[src/sv/gsps_pkg.sv]
// ----------------------------------------------------------------------------
// gsps_pkg: shared types and constants of the PD steering controller
// Holds the sequencer states, the multiply operation codes, register indexes,
// gain set codes and the fixed widths of the datapath.
// ----------------------------------------------------------------------------
`timescale 1ns / 1ps
`default_nettype none

package gsps_pkg;

  localparam int unsigned GAIN_W   = 16;  // Q4.12 gain
  localparam int unsigned MPLIER_W = 17;  // widest serial multiplier operand
  localparam int unsigned PROD_W   = GAIN_W + MPLIER_W + 1;
  localparam int unsigned ACC_W    = 34;
  localparam int unsigned ERR_W    = 9;
  localparam int unsigned DER_W    = 10;
  localparam int unsigned DRIVE_W  = 32;
  localparam int unsigned SET_W    = 3;
  localparam int unsigned CNT_W    = 5;
  localparam int unsigned IDX_W    = 3;

  localparam logic [ERR_W-1:0] ERROR_CENTRE = 9'd56;
  localparam logic [3:0] RING_PHASE_LOW  = 4'd5;
  localparam logic [3:0] RING_PHASE_HIGH = 4'd8;
  localparam logic [1:0] RING_COUNT_ONE  = 2'd1;
  localparam logic [1:0] RING_COUNT_TWO  = 2'd2;

  // Gain set codes reported with each result.
  localparam logic [SET_W-1:0] SET_NORMAL     = 3'd0;
  localparam logic [SET_W-1:0] SET_RING1_FIRST = 3'd1;
  localparam logic [SET_W-1:0] SET_RING1_LATER = 3'd2;
  localparam logic [SET_W-1:0] SET_RING2_FIRST = 3'd3;
  localparam logic [SET_W-1:0] SET_RING2_LATER = 3'd4;

  // Configuration register indexes.
  localparam logic [IDX_W-1:0] REG_NORMAL_GAINS     = 3'd0;
  localparam logic [IDX_W-1:0] REG_QUADRATIC_GAIN   = 3'd1;
  localparam logic [IDX_W-1:0] REG_RING_ONE_FIRST   = 3'd2;
  localparam logic [IDX_W-1:0] REG_RING_ONE_LATER   = 3'd3;
  localparam logic [IDX_W-1:0] REG_RING_TWO_FIRST   = 3'd4;
  localparam logic [IDX_W-1:0] REG_RING_TWO_LATER   = 3'd5;

  typedef enum logic [1:0] {
    ST_IDLE,
    ST_MUL,
    ST_FIN
  } gsps_state_t;

  typedef enum logic [1:0] {
    OP_SQUARE,  // error * |error|
    OP_QUAD,    // quadratic gain term
    OP_PROP,    // proportional term
    OP_DERIV    // derivative term
  } gsps_op_t;

  typedef struct packed {
    logic                       start;
    logic signed [GAIN_W-1:0]   mcand;
    logic signed [MPLIER_W-1:0] mplier;
  } gsps_mul_req_t;

  typedef struct packed {
    logic                     done;
    logic                     busy;
    logic signed [PROD_W-1:0] product;
  } gsps_mul_rsp_t;

endpackage

`default_nettype wire

[src/sv/gain_scheduled_pd_steering.sv]
// ----------------------------------------------------------------------------
// gain_scheduled_pd_steering: PD steering controller with gain scheduling
// Forms error and derivative of the track position and drives
// Kp*e + Kq*e*|e| + Kd*de through one bit-serial multiplier.
// ----------------------------------------------------------------------------
// Usage:
//   Input stream (s_axis): one transfer per camera frame, position in tdata,
//   roundabout phase, ring count and first-ring flag in tuser.
//   Output stream (m_axis): one transfer per input, the saturated steering
//   command in tdata and the gain set that was used in tuser.
//   Configuration: write cfg_data to register cfg_index while cfg_write is
//   high; indexes above five are ignored. Write only while the block is idle.
// Timing:
//   Four serial multiplications (e*|e|, then Kq, Kp and Kd terms), each of
//   17 shift steps and a done strobe, run back to back on the shared
//   multiplier; the sum is then registered in the output register, and only
//   after that does the block take a new input, so it does not accept a new
//   item before it is through with the last one.
//   The finished result sits in an output register; if the receiver stalls,
//   the block holds the next finished result until that register frees.
// Reset: rst clears the configuration registers, the state, the stored error
//   and the output valid, and holds s_axis_tready low.
// ----------------------------------------------------------------------------
`timescale 1ns / 1ps
`default_nettype none

module gain_scheduled_pd_steering (
  input  wire        clk,
  input  wire        rst,
  // configuration write port
  input  wire        cfg_write,
  input  wire [2:0]  cfg_index,
  input  wire [31:0] cfg_data,
  // input stream
  input  wire        s_axis_tvalid,
  output logic       s_axis_tready,
  input  wire [7:0]  s_axis_tdata,   // [7:0] position
  input  wire [6:0]  s_axis_tuser,   // [3:0] ring_phase, [5:4] ring_count, [6] first_ring
  // output stream
  output logic       m_axis_tvalid,
  input  wire        m_axis_tready,
  output logic [31:0] m_axis_tdata,  // [31:0] drive
  output logic [2:0]  m_axis_tuser   // [2:0] gain_set
);
  import gsps_pkg::*;

  // configuration registers
  logic [31:0]       normal_gains;
  logic [GAIN_W-1:0] quadratic_gain;
  logic [31:0]       ring_one_first_gains;
  logic [31:0]       ring_one_later_gains;
  logic [31:0]       ring_two_first_gains;
  logic [31:0]       ring_two_later_gains;

  always_ff @(posedge clk) begin
    if (rst) begin
      normal_gains         <= '0;
      quadratic_gain       <= '0;
      ring_one_first_gains <= '0;
      ring_one_later_gains <= '0;
      ring_two_first_gains <= '0;
      ring_two_later_gains <= '0;
    end else if (cfg_write) begin
      case (cfg_index)
        REG_NORMAL_GAINS:   normal_gains         <= cfg_data;
        REG_QUADRATIC_GAIN: quadratic_gain       <= cfg_data[GAIN_W-1:0];
        REG_RING_ONE_FIRST: ring_one_first_gains <= cfg_data;
        REG_RING_ONE_LATER: ring_one_later_gains <= cfg_data;
        REG_RING_TWO_FIRST: ring_two_first_gains <= cfg_data;
        REG_RING_TWO_LATER: ring_two_later_gains <= cfg_data;
        default: ;
      endcase
    end
  end

  // gain selection and error forming on the incoming item
  logic [3:0]              in_phase;
  logic [1:0]              in_count;
  logic                    in_first;
  logic                    ring_en;
  logic [SET_W-1:0]        in_set;
  logic [31:0]             in_gains;
  logic signed [ERR_W-1:0] in_err;
  logic signed [ERR_W-1:0] in_abs;
  logic signed [DER_W-1:0] in_der;

  assign in_phase = s_axis_tuser[3:0];
  assign in_count = s_axis_tuser[5:4];
  assign in_first = s_axis_tuser[6];
  assign ring_en  = (in_phase >= RING_PHASE_LOW) && (in_phase <= RING_PHASE_HIGH);

  // state
  gsps_state_t             state, state_next;
  gsps_op_t                op, op_next;
  logic signed [ERR_W-1:0] prev_err, prev_err_next;
  logic signed [ERR_W-1:0] err, err_next;
  logic signed [DER_W-1:0] der, der_next;
  logic [GAIN_W-1:0]       kp, kp_next;
  logic [GAIN_W-1:0]       kd, kd_next;
  logic [SET_W-1:0]        set_code, set_code_next;
  logic signed [ACC_W-1:0] acc, acc_next;
  logic                    out_valid, out_valid_next;
  logic [DRIVE_W-1:0]      out_drive, out_drive_next;
  logic [SET_W-1:0]        out_set, out_set_next;
  logic [DRIVE_W-1:0]      drive_sat;

  gsps_mul_req_t mul_req;
  gsps_mul_rsp_t mul_rsp;

  always_comb begin
    in_set   = SET_NORMAL;
    in_gains = normal_gains;
    if (ring_en && in_count == RING_COUNT_ONE) begin
      in_set   = in_first ? SET_RING1_FIRST : SET_RING1_LATER;
      in_gains = in_first ? ring_one_first_gains : ring_one_later_gains;
    end else if (ring_en && in_count == RING_COUNT_TWO) begin
      in_set   = in_first ? SET_RING2_FIRST : SET_RING2_LATER;
      in_gains = in_first ? ring_two_first_gains : ring_two_later_gains;
    end
    in_err = $signed({1'b0, s_axis_tdata} - ERROR_CENTRE);
    in_abs = in_err[ERR_W-1] ? -in_err : in_err;
    in_der = DER_W'(in_err) - DER_W'(prev_err);
  end

  // The sum always fits 32 bits at these widths; clamp it anyway.
  always_comb begin
    if (acc[ACC_W-1:DRIVE_W-1] == '0 || acc[ACC_W-1:DRIVE_W-1] == '1) begin
      drive_sat = acc[DRIVE_W-1:0];
    end else if (acc[ACC_W-1]) begin
      drive_sat = {1'b1, {(DRIVE_W-1){1'b0}}};
    end else begin
      drive_sat = {1'b0, {(DRIVE_W-1){1'b1}}};
    end
  end

  always_comb begin
    state_next     = state;
    op_next        = op;
    prev_err_next  = prev_err;
    err_next       = err;
    der_next       = der;
    kp_next        = kp;
    kd_next        = kd;
    set_code_next  = set_code;
    acc_next       = acc;
    out_valid_next = out_valid;
    out_drive_next = out_drive;
    out_set_next   = out_set;
    mul_req        = '0;
    s_axis_tready  = 1'b0;

    if (out_valid && m_axis_tready) begin
      out_valid_next = 1'b0;
    end

    case (state)
      ST_IDLE: begin
        s_axis_tready = !rst;
        if (s_axis_tvalid && !rst) begin
          err_next       = in_err;
          der_next       = in_der;
          prev_err_next  = in_err;
          kp_next        = in_gains[GAIN_W-1:0];
          kd_next        = in_gains[2*GAIN_W-1:GAIN_W];
          set_code_next  = in_set;
          acc_next       = '0;
          op_next        = OP_SQUARE;
          mul_req.start  = 1'b1;
          mul_req.mcand  = GAIN_W'(in_err);
          mul_req.mplier = MPLIER_W'(in_abs);
          state_next     = ST_MUL;
        end
      end
      ST_MUL: begin
        if (mul_rsp.done) begin
          case (op)
            OP_SQUARE: begin
              // e*|e| lies in -3136..39601 and fits the 17-bit operand.
              mul_req.start  = 1'b1;
              mul_req.mcand  = quadratic_gain;
              mul_req.mplier = mul_rsp.product[MPLIER_W-1:0];
              op_next        = OP_QUAD;
            end
            OP_QUAD: begin
              acc_next       = acc + mul_rsp.product;
              mul_req.start  = 1'b1;
              mul_req.mcand  = kp;
              mul_req.mplier = MPLIER_W'(err);
              op_next        = OP_PROP;
            end
            OP_PROP: begin
              acc_next       = acc + mul_rsp.product;
              mul_req.start  = 1'b1;
              mul_req.mcand  = kd;
              mul_req.mplier = MPLIER_W'(der);
              op_next        = OP_DERIV;
            end
            OP_DERIV: begin
              acc_next   = acc + mul_rsp.product;
              state_next = ST_FIN;
            end
            default: state_next = ST_IDLE;
          endcase
        end
      end
      ST_FIN: begin
        if (!out_valid || m_axis_tready) begin
          out_valid_next = 1'b1;
          out_drive_next = drive_sat;
          out_set_next   = set_code;
          state_next     = ST_IDLE;
        end
      end
      default: state_next = ST_IDLE;
    endcase
  end

  always_ff @(posedge clk) begin
    if (rst) begin
      state     <= ST_IDLE;
      op        <= OP_SQUARE;
      prev_err  <= '0;
      out_valid <= 1'b0;
    end else begin
      state     <= state_next;
      op        <= op_next;
      prev_err  <= prev_err_next;
      out_valid <= out_valid_next;
    end
  end

  always_ff @(posedge clk) begin
    err       <= err_next;
    der       <= der_next;
    kp        <= kp_next;
    kd        <= kd_next;
    set_code  <= set_code_next;
    acc       <= acc_next;
    out_drive <= out_drive_next;
    out_set   <= out_set_next;
  end

  gsps_serial_mul u_mul (
    .clk (clk),
    .rst (rst),
    .req (mul_req),
    .rsp (mul_rsp)
  );

  assign m_axis_tvalid = out_valid;
  assign m_axis_tdata  = out_drive;
  assign m_axis_tuser  = out_set;

  a_done_in_mul : assert property (@(posedge clk) disable iff (rst)
    mul_rsp.done |-> state == ST_MUL)
    else $error("multiplier finished outside the multiply phase");

  a_mul_free_in_idle : assert property (@(posedge clk) disable iff (rst)
    state == ST_IDLE |-> !mul_rsp.busy)
    else $error("multiplier still busy while waiting for input");

  a_prev_err_kept : assert property (@(posedge clk) disable iff (rst)
    s_axis_tvalid && s_axis_tready |=> prev_err == $past(in_err))
    else $error("stored error not updated on input transfer");

  a_sum_in_range : assert property (@(posedge clk) disable iff (rst)
    state == ST_FIN |-> (acc[ACC_W-1:DRIVE_W-1] == '0 || acc[ACC_W-1:DRIVE_W-1] == '1))
    else $error("accumulated sum left the 32-bit range");

  a_set_code_valid : assert property (@(posedge clk) disable iff (rst)
    m_axis_tvalid |-> m_axis_tuser <= SET_RING2_LATER)
    else $error("gain set code out of range");

endmodule

`default_nettype wire

[src/sv/gsps_serial_mul.sv]
// ----------------------------------------------------------------------------
// gsps_serial_mul: bit-serial signed shift-add multiplier
// Multiplies a 16-bit signed operand by a 17-bit signed operand, one
// multiplier bit per cycle, with an 18-bit adder and a right-shifting product.
// ----------------------------------------------------------------------------
`timescale 1ns / 1ps
`default_nettype none

module gsps_serial_mul (
  input  wire                    clk,
  input  wire                    rst,
  input  wire gsps_pkg::gsps_mul_req_t req,
  output gsps_pkg::gsps_mul_rsp_t rsp
);
  import gsps_pkg::*;

  localparam logic [CNT_W-1:0] LAST_STEP = CNT_W'(MPLIER_W - 1);

  logic                       busy;
  logic                       done;
  logic [CNT_W-1:0]           cnt;
  logic signed [GAIN_W-1:0]   mcand;
  logic [MPLIER_W-1:0]        hi;
  logic [MPLIER_W-1:0]        lo;

  logic signed [MPLIER_W:0]   hi_ext;
  logic signed [MPLIER_W:0]   addend;
  logic signed [MPLIER_W:0]   sum;

  // The sign bit of the multiplier carries negative weight, so the last
  // step subtracts the multiplicand instead of adding it.
  always_comb begin
    hi_ext = {hi[MPLIER_W-1], hi};
    addend = lo[0] ? (MPLIER_W+1)'(mcand) : '0;
    if (cnt == LAST_STEP) begin
      sum = hi_ext - addend;
    end else begin
      sum = hi_ext + addend;
    end
  end

  always_ff @(posedge clk) begin
    if (rst) begin
      busy <= 1'b0;
      done <= 1'b0;
      cnt  <= '0;
    end else begin
      done <= 1'b0;
      if (req.start) begin
        busy <= 1'b1;
        cnt  <= '0;
      end else if (busy) begin
        cnt <= cnt + 1'b1;
        if (cnt == LAST_STEP) begin
          busy <= 1'b0;
          done <= 1'b1;
        end
      end
    end
  end

  always_ff @(posedge clk) begin
    if (req.start) begin
      mcand <= req.mcand;
      hi    <= '0;
      lo    <= req.mplier;
    end else if (busy) begin
      hi <= sum[MPLIER_W:1];
      lo <= {sum[0], lo[MPLIER_W-1:1]};
    end
  end

  assign rsp.done    = done;
  assign rsp.busy    = busy;
  assign rsp.product = {hi, lo};

  a_start_when_free : assert property (@(posedge clk) disable iff (rst)
    req.start |-> !busy)
    else $error("multiply started while busy");

  a_done_ends_busy : assert property (@(posedge clk) disable iff (rst)
    $fell(busy) |-> done)
    else $error("multiplier stopped without done");

  a_done_single : assert property (@(posedge clk) disable iff (rst)
    done |=> !done)
    else $error("done held for more than one cycle");

endmodule

`default_nettype wire
[config.mk]
export PLATFORM = sky130hd
export DESIGN_NAME = gain_scheduled_pd_steering
export DESIGN_NICKNAME = d
export VERILOG_FILES = /design/src/sv/gsps_pkg.sv /design/src/sv/gain_scheduled_pd_steering.sv /design/src/sv/gsps_serial_mul.sv
export SDC_FILE = /design/constraint.sdc
export NUM_CORES = 1
export LEC_CHECK = 0
export BUFFER_PORTS_ARGS = -buffer_cell sky130_fd_sc_hd__buf_4
export CAP_MARGIN = 10
export CORE_MARGIN = 4
export CORE_UTILIZATION = 33
export CTS_CLUSTER_SIZE = 20
export DETAILED_ROUTE_END_ITERATION = 16
export SLEW_MARGIN = 20
export SYNTH_ARGS = -nofsm -noshare
export SYNTH_HDL_FRONTEND = slang
export SYNTH_SLANG_ARGS = --single-unit
export TNS_END_PERCENT = 1
[constraint.sdc]
create_clock -name clk -period 3.3 [get_ports clk]
set_input_delay 0.66 -clock clk [delete_from_list [all_inputs] [get_ports clk]]
set_output_delay 0.66 -clock clk [all_outputs]
set_load 0.01 [all_outputs]
==> impl_metrics.json <==
{
  "cts_tree": "done",
  "place_congestion": 0.895,
  "synth_edf_count": 156,
  "grt_pass1_wl_um": 75500,
  "hold_class": "primary input to flip-flop",
  "cp.arrival_ns": 3.82,
  "grt_max_degree": 117,
  "avgSynthCellArea_um2": 8.90,
  "fp.dieH_um": 243,
  "globalRouteOverflowTotal": 0,
  "syn_area_um2": 18200,
  "grt_pass1_vias": 13936,
  "core_um2": 54100,
  "clock-skew-final_ns": 0.0249,
  "worst_path_dominant_cell_family": "compound AO/OA/AOI/OAI gates",
  "antenna_found_initial": 0,
  "numClockSinks": 370,
  "crit_required_ns": 3.74,
  "synth_seq_cells": 370,
  "finalCritPeriodShare": 1.02,
  "port_buffers": 91,
  "synth_cell_types": 75,
  "grt_use_total": 0.156,
  "yosysWarnings": 0,
  "hold-path-cell-count": 1,
  "final-hold-violation-count": 0,
  "cp-end-kind": "flip-flop",
  "detail_route.drc_violations": 0,
  "final.setup.worst_slack_ns": -0.0798,
  "start_util": 0.335,
  "dp_hpwl_um": 31400,
  "cts-hold-fix-buffers": 0,
  "layout_min_cycle_time_ns": 3.38,
  "cts_buffer_depth": 3,
  "path_clk_slew_ns": 0.06,
  "fillCellCount": 5297,
  "rrSetupSlack_ns": -0.08,
  "place_worst_setup_slack_ns": -0.245,
  "cap_viol_max_count": 0,
  "wire_per_inst_um": 16.6,
  "dr.pass1.iters": 9,
  "ant_nets": 0,
  "synth_area_leaders": "edfxtp_1 (26%), dfxtp_1 (24%), nand2_1 (9.1%)",
  "cp-start-kind": "flip-flop",
  "synth_nets": 2168,
  "worstPathBufferInverterCount": 2,
  "row_count": 85,
  "drive_gt1_frac": 0.123,
  "die_area_um2": 58800,
  "postSynthCellCount": 2041,
  "fmax_mhz": 296,
  "r2r-start": "u_mul.mcand[5]",
  "async_reset_ff_frac": 0,
  "layout_common_cells": "nand2_1 (439), a21oi_1 (311), nor2_1 (218)",
  "tightest_slew_ns": 1.01,
  "drv_slew": 0,
  "die_x_um": 243,
  "numCtsBuffers": 40,
  "setup_viol": 4,
  "area.growth.synth_to_final_pct": 17.1,
  "cts.htree.levels": 2,
  "p_leak_nw": 7.89,
  "synth-seq-area-share": 0.494,
  "violations": "negative setup slack",
  "mostFrequentLayoutCell": "nand2_1",
  "nNetsFinal": 2244,
  "setup_tns_ns": -0.153,
  "insertion_delay_ns": 0.58,
  "powerDensity_nw_per_um2": 609,
  "crit_start": "u_mul.mcand[5]",
  "synth_top_area_share": 0.258,
  "max-slew-margin-rel": 0.328,
  "routed_wl_um": 47100,
  "status": "complete, but fails checks",
  "power_mw": 13.0,
  "synth_ff_type": "dfxtp_1",
  "vias": 14601,
  "crit_chain": "or4_4 -> a21boi_4 -> a21boi_4 -> nor2_2 -> xor2_1 -> ha_1 -> buf_6 -> nand2_2 -> o21ai_4 -> a31oi_1 -> o21bai_1 -> buf_4 -> nand2_1 -> a21oi_2 -> xnor2_1 -> o31ai_1",
  "rsz0062_at_grt": "yes",
  "drt_iter0_drc": 1230,
  "yosysTopAreaCell": "edfxtp_1",
  "crit_path_max_fanout": 3,
  "vdd.ir_drop.worst_mv": 0.340,
  "num_antenna_cells": 0,
  "io_pins": 92,
  "r2r-end": "u_mul.hi[13]",
  "root_buffer": "clkbuf_16",
  "cpMostUsedCell": "a21boi_4",
  "vias_per_cell": 5.14,
  "reg2reg_depth": 16,
  "crit_path_max_incr_delay_ns": 0.55,
  "min_to": "err[0]",
  "hp-start": "s_axis_tdata[0]",
  "slowest_stage": "or4_4",
  "crit_type": "flip-flop to flip-flop"
}
flip-flops by register name, indices dropped and copies added (netlist names), 2 cells and up:
name and flops:
ring_one_later_gains 32, prev_err 9, quadratic_gain 16, err 9, m_axis_tuser 3, u_mul.hi 17
ring_two_first_gains 32, kd 16, normal_gains 32, u_mul.mcand 16, u_mul.lo 17, op 2
set_code 3, ring_two_later_gains 32, der 10, u_mul.cnt 5, m_axis_tdata 32, ring_one_first_gains 32
state 2, acc 34, kp 16
timing repair:
action	4_1_cts	5_1_grt
endpoints found under the setup margin	6	13
setup buffers	1	2
gates resized for setup	15	9
pin swaps	8	7
report_power, final:
part | total, mW | internal (mW) | switching (mW)
Clock | 4.43 | 2.51 | 1.92
Combinational | 3.22 | 1.40 | 1.82
Sequential | 5.31 | 5.09 | 0.222
through the flow:
step	util	hold slack (ns)	instance area [um2]	instances
6_report	0.393	0.310	21300	2843
5_1_grt	0.393	0.294	21300	2843
4_1_cts	0.392	0.288	21200	2841
3_5_place_dp	0.367	0.410	19900	2768
3_3_place_gp	0.367	0.406	19900	2768
2_1_floorplan	-	0.400	18200	2041
worst max-delay path by stage:
stage | endpoint | slack, ns | depth (start not counted)
after detailed placement | u_mul.hi[16] | -0.25 | 13
after floorplan | u_mul.hi[16] | -0.15 | 16
final | u_mul.hi[13] | -0.08 | 16
after CTS | u_mul.hi[16] | -0.04 | 14
after global routing | u_mul.hi[13] | -0.22 | 16
after global placement | u_mul.hi[16] | -0.18 | 13
layout make-up:
type,count,area (um2),area share
well taps,696,871,0.0409
repair buffers,159,1320,0.0621
multi-input cells,1502,8660,0.407
inverters,44,165,0.00777
clock inverters,19,196,0.00924
flip-flops and latches,370,8970,0.422
clock buffers,53,1090,0.0512
metal layers:
metal,GRT usage,part of all wire,vias up
met5,0,0,-
met4,0.0459,0.022,0
met3,0.0270,0.061,66
met2,0.259,0.47,411
met1,0.208,0.45,6877
li1,-,-,7247
cell families after synthesis:
group | Yosys count | synth area share
mux | 78 | 0.0431
xor+xnor | 64 | 0.0309
fa+ha+maj | 72 | 0.0509
buf+inv | 169 | 0.0369
simple gates | 772 | 0.176
compound gates | 516 | 0.169
flops | 370 | 0.494
cell usage after synthesis, types with 5 or more instances:
cell and n:
nand2_1 440, a21oi_1 314, nor2_1 221, dfxtp_1 214, edfxtp_1 156, clkbuf_1 107
mux2i_1 77, ha_1 69, o21ai_0 51, inv_1 42, xnor2_1 35, xor2_1 29
a21o_1 27, nand3_1 18, nor3_1 17, a222oi_1 16, nand2b_1 14, a22oi_1 13
nor2b_1 12, and2_1 10, buf_2 10, o211ai_1 10, o221ai_1 9, a211oi_1 8
a31oi_1 7, o21a_1 7, and3_1 6, nand4_1 6, o21bai_1 6, buf_1 5
nor3b_1 5
worst reg2reg max path: cells and delay by family (launching register included):
kind	cells	cell delay, ns
buffers and inverters	2	0.30
AND/OR/NAND/NOR	4	0.76
XOR/XNOR	2	0.30
flip-flops	1	0.41
adder cells (fa/ha/maj)	1	0.35
AO/OA/AOI/OAI	7	1.13
(Power assumes the default switching activity.)
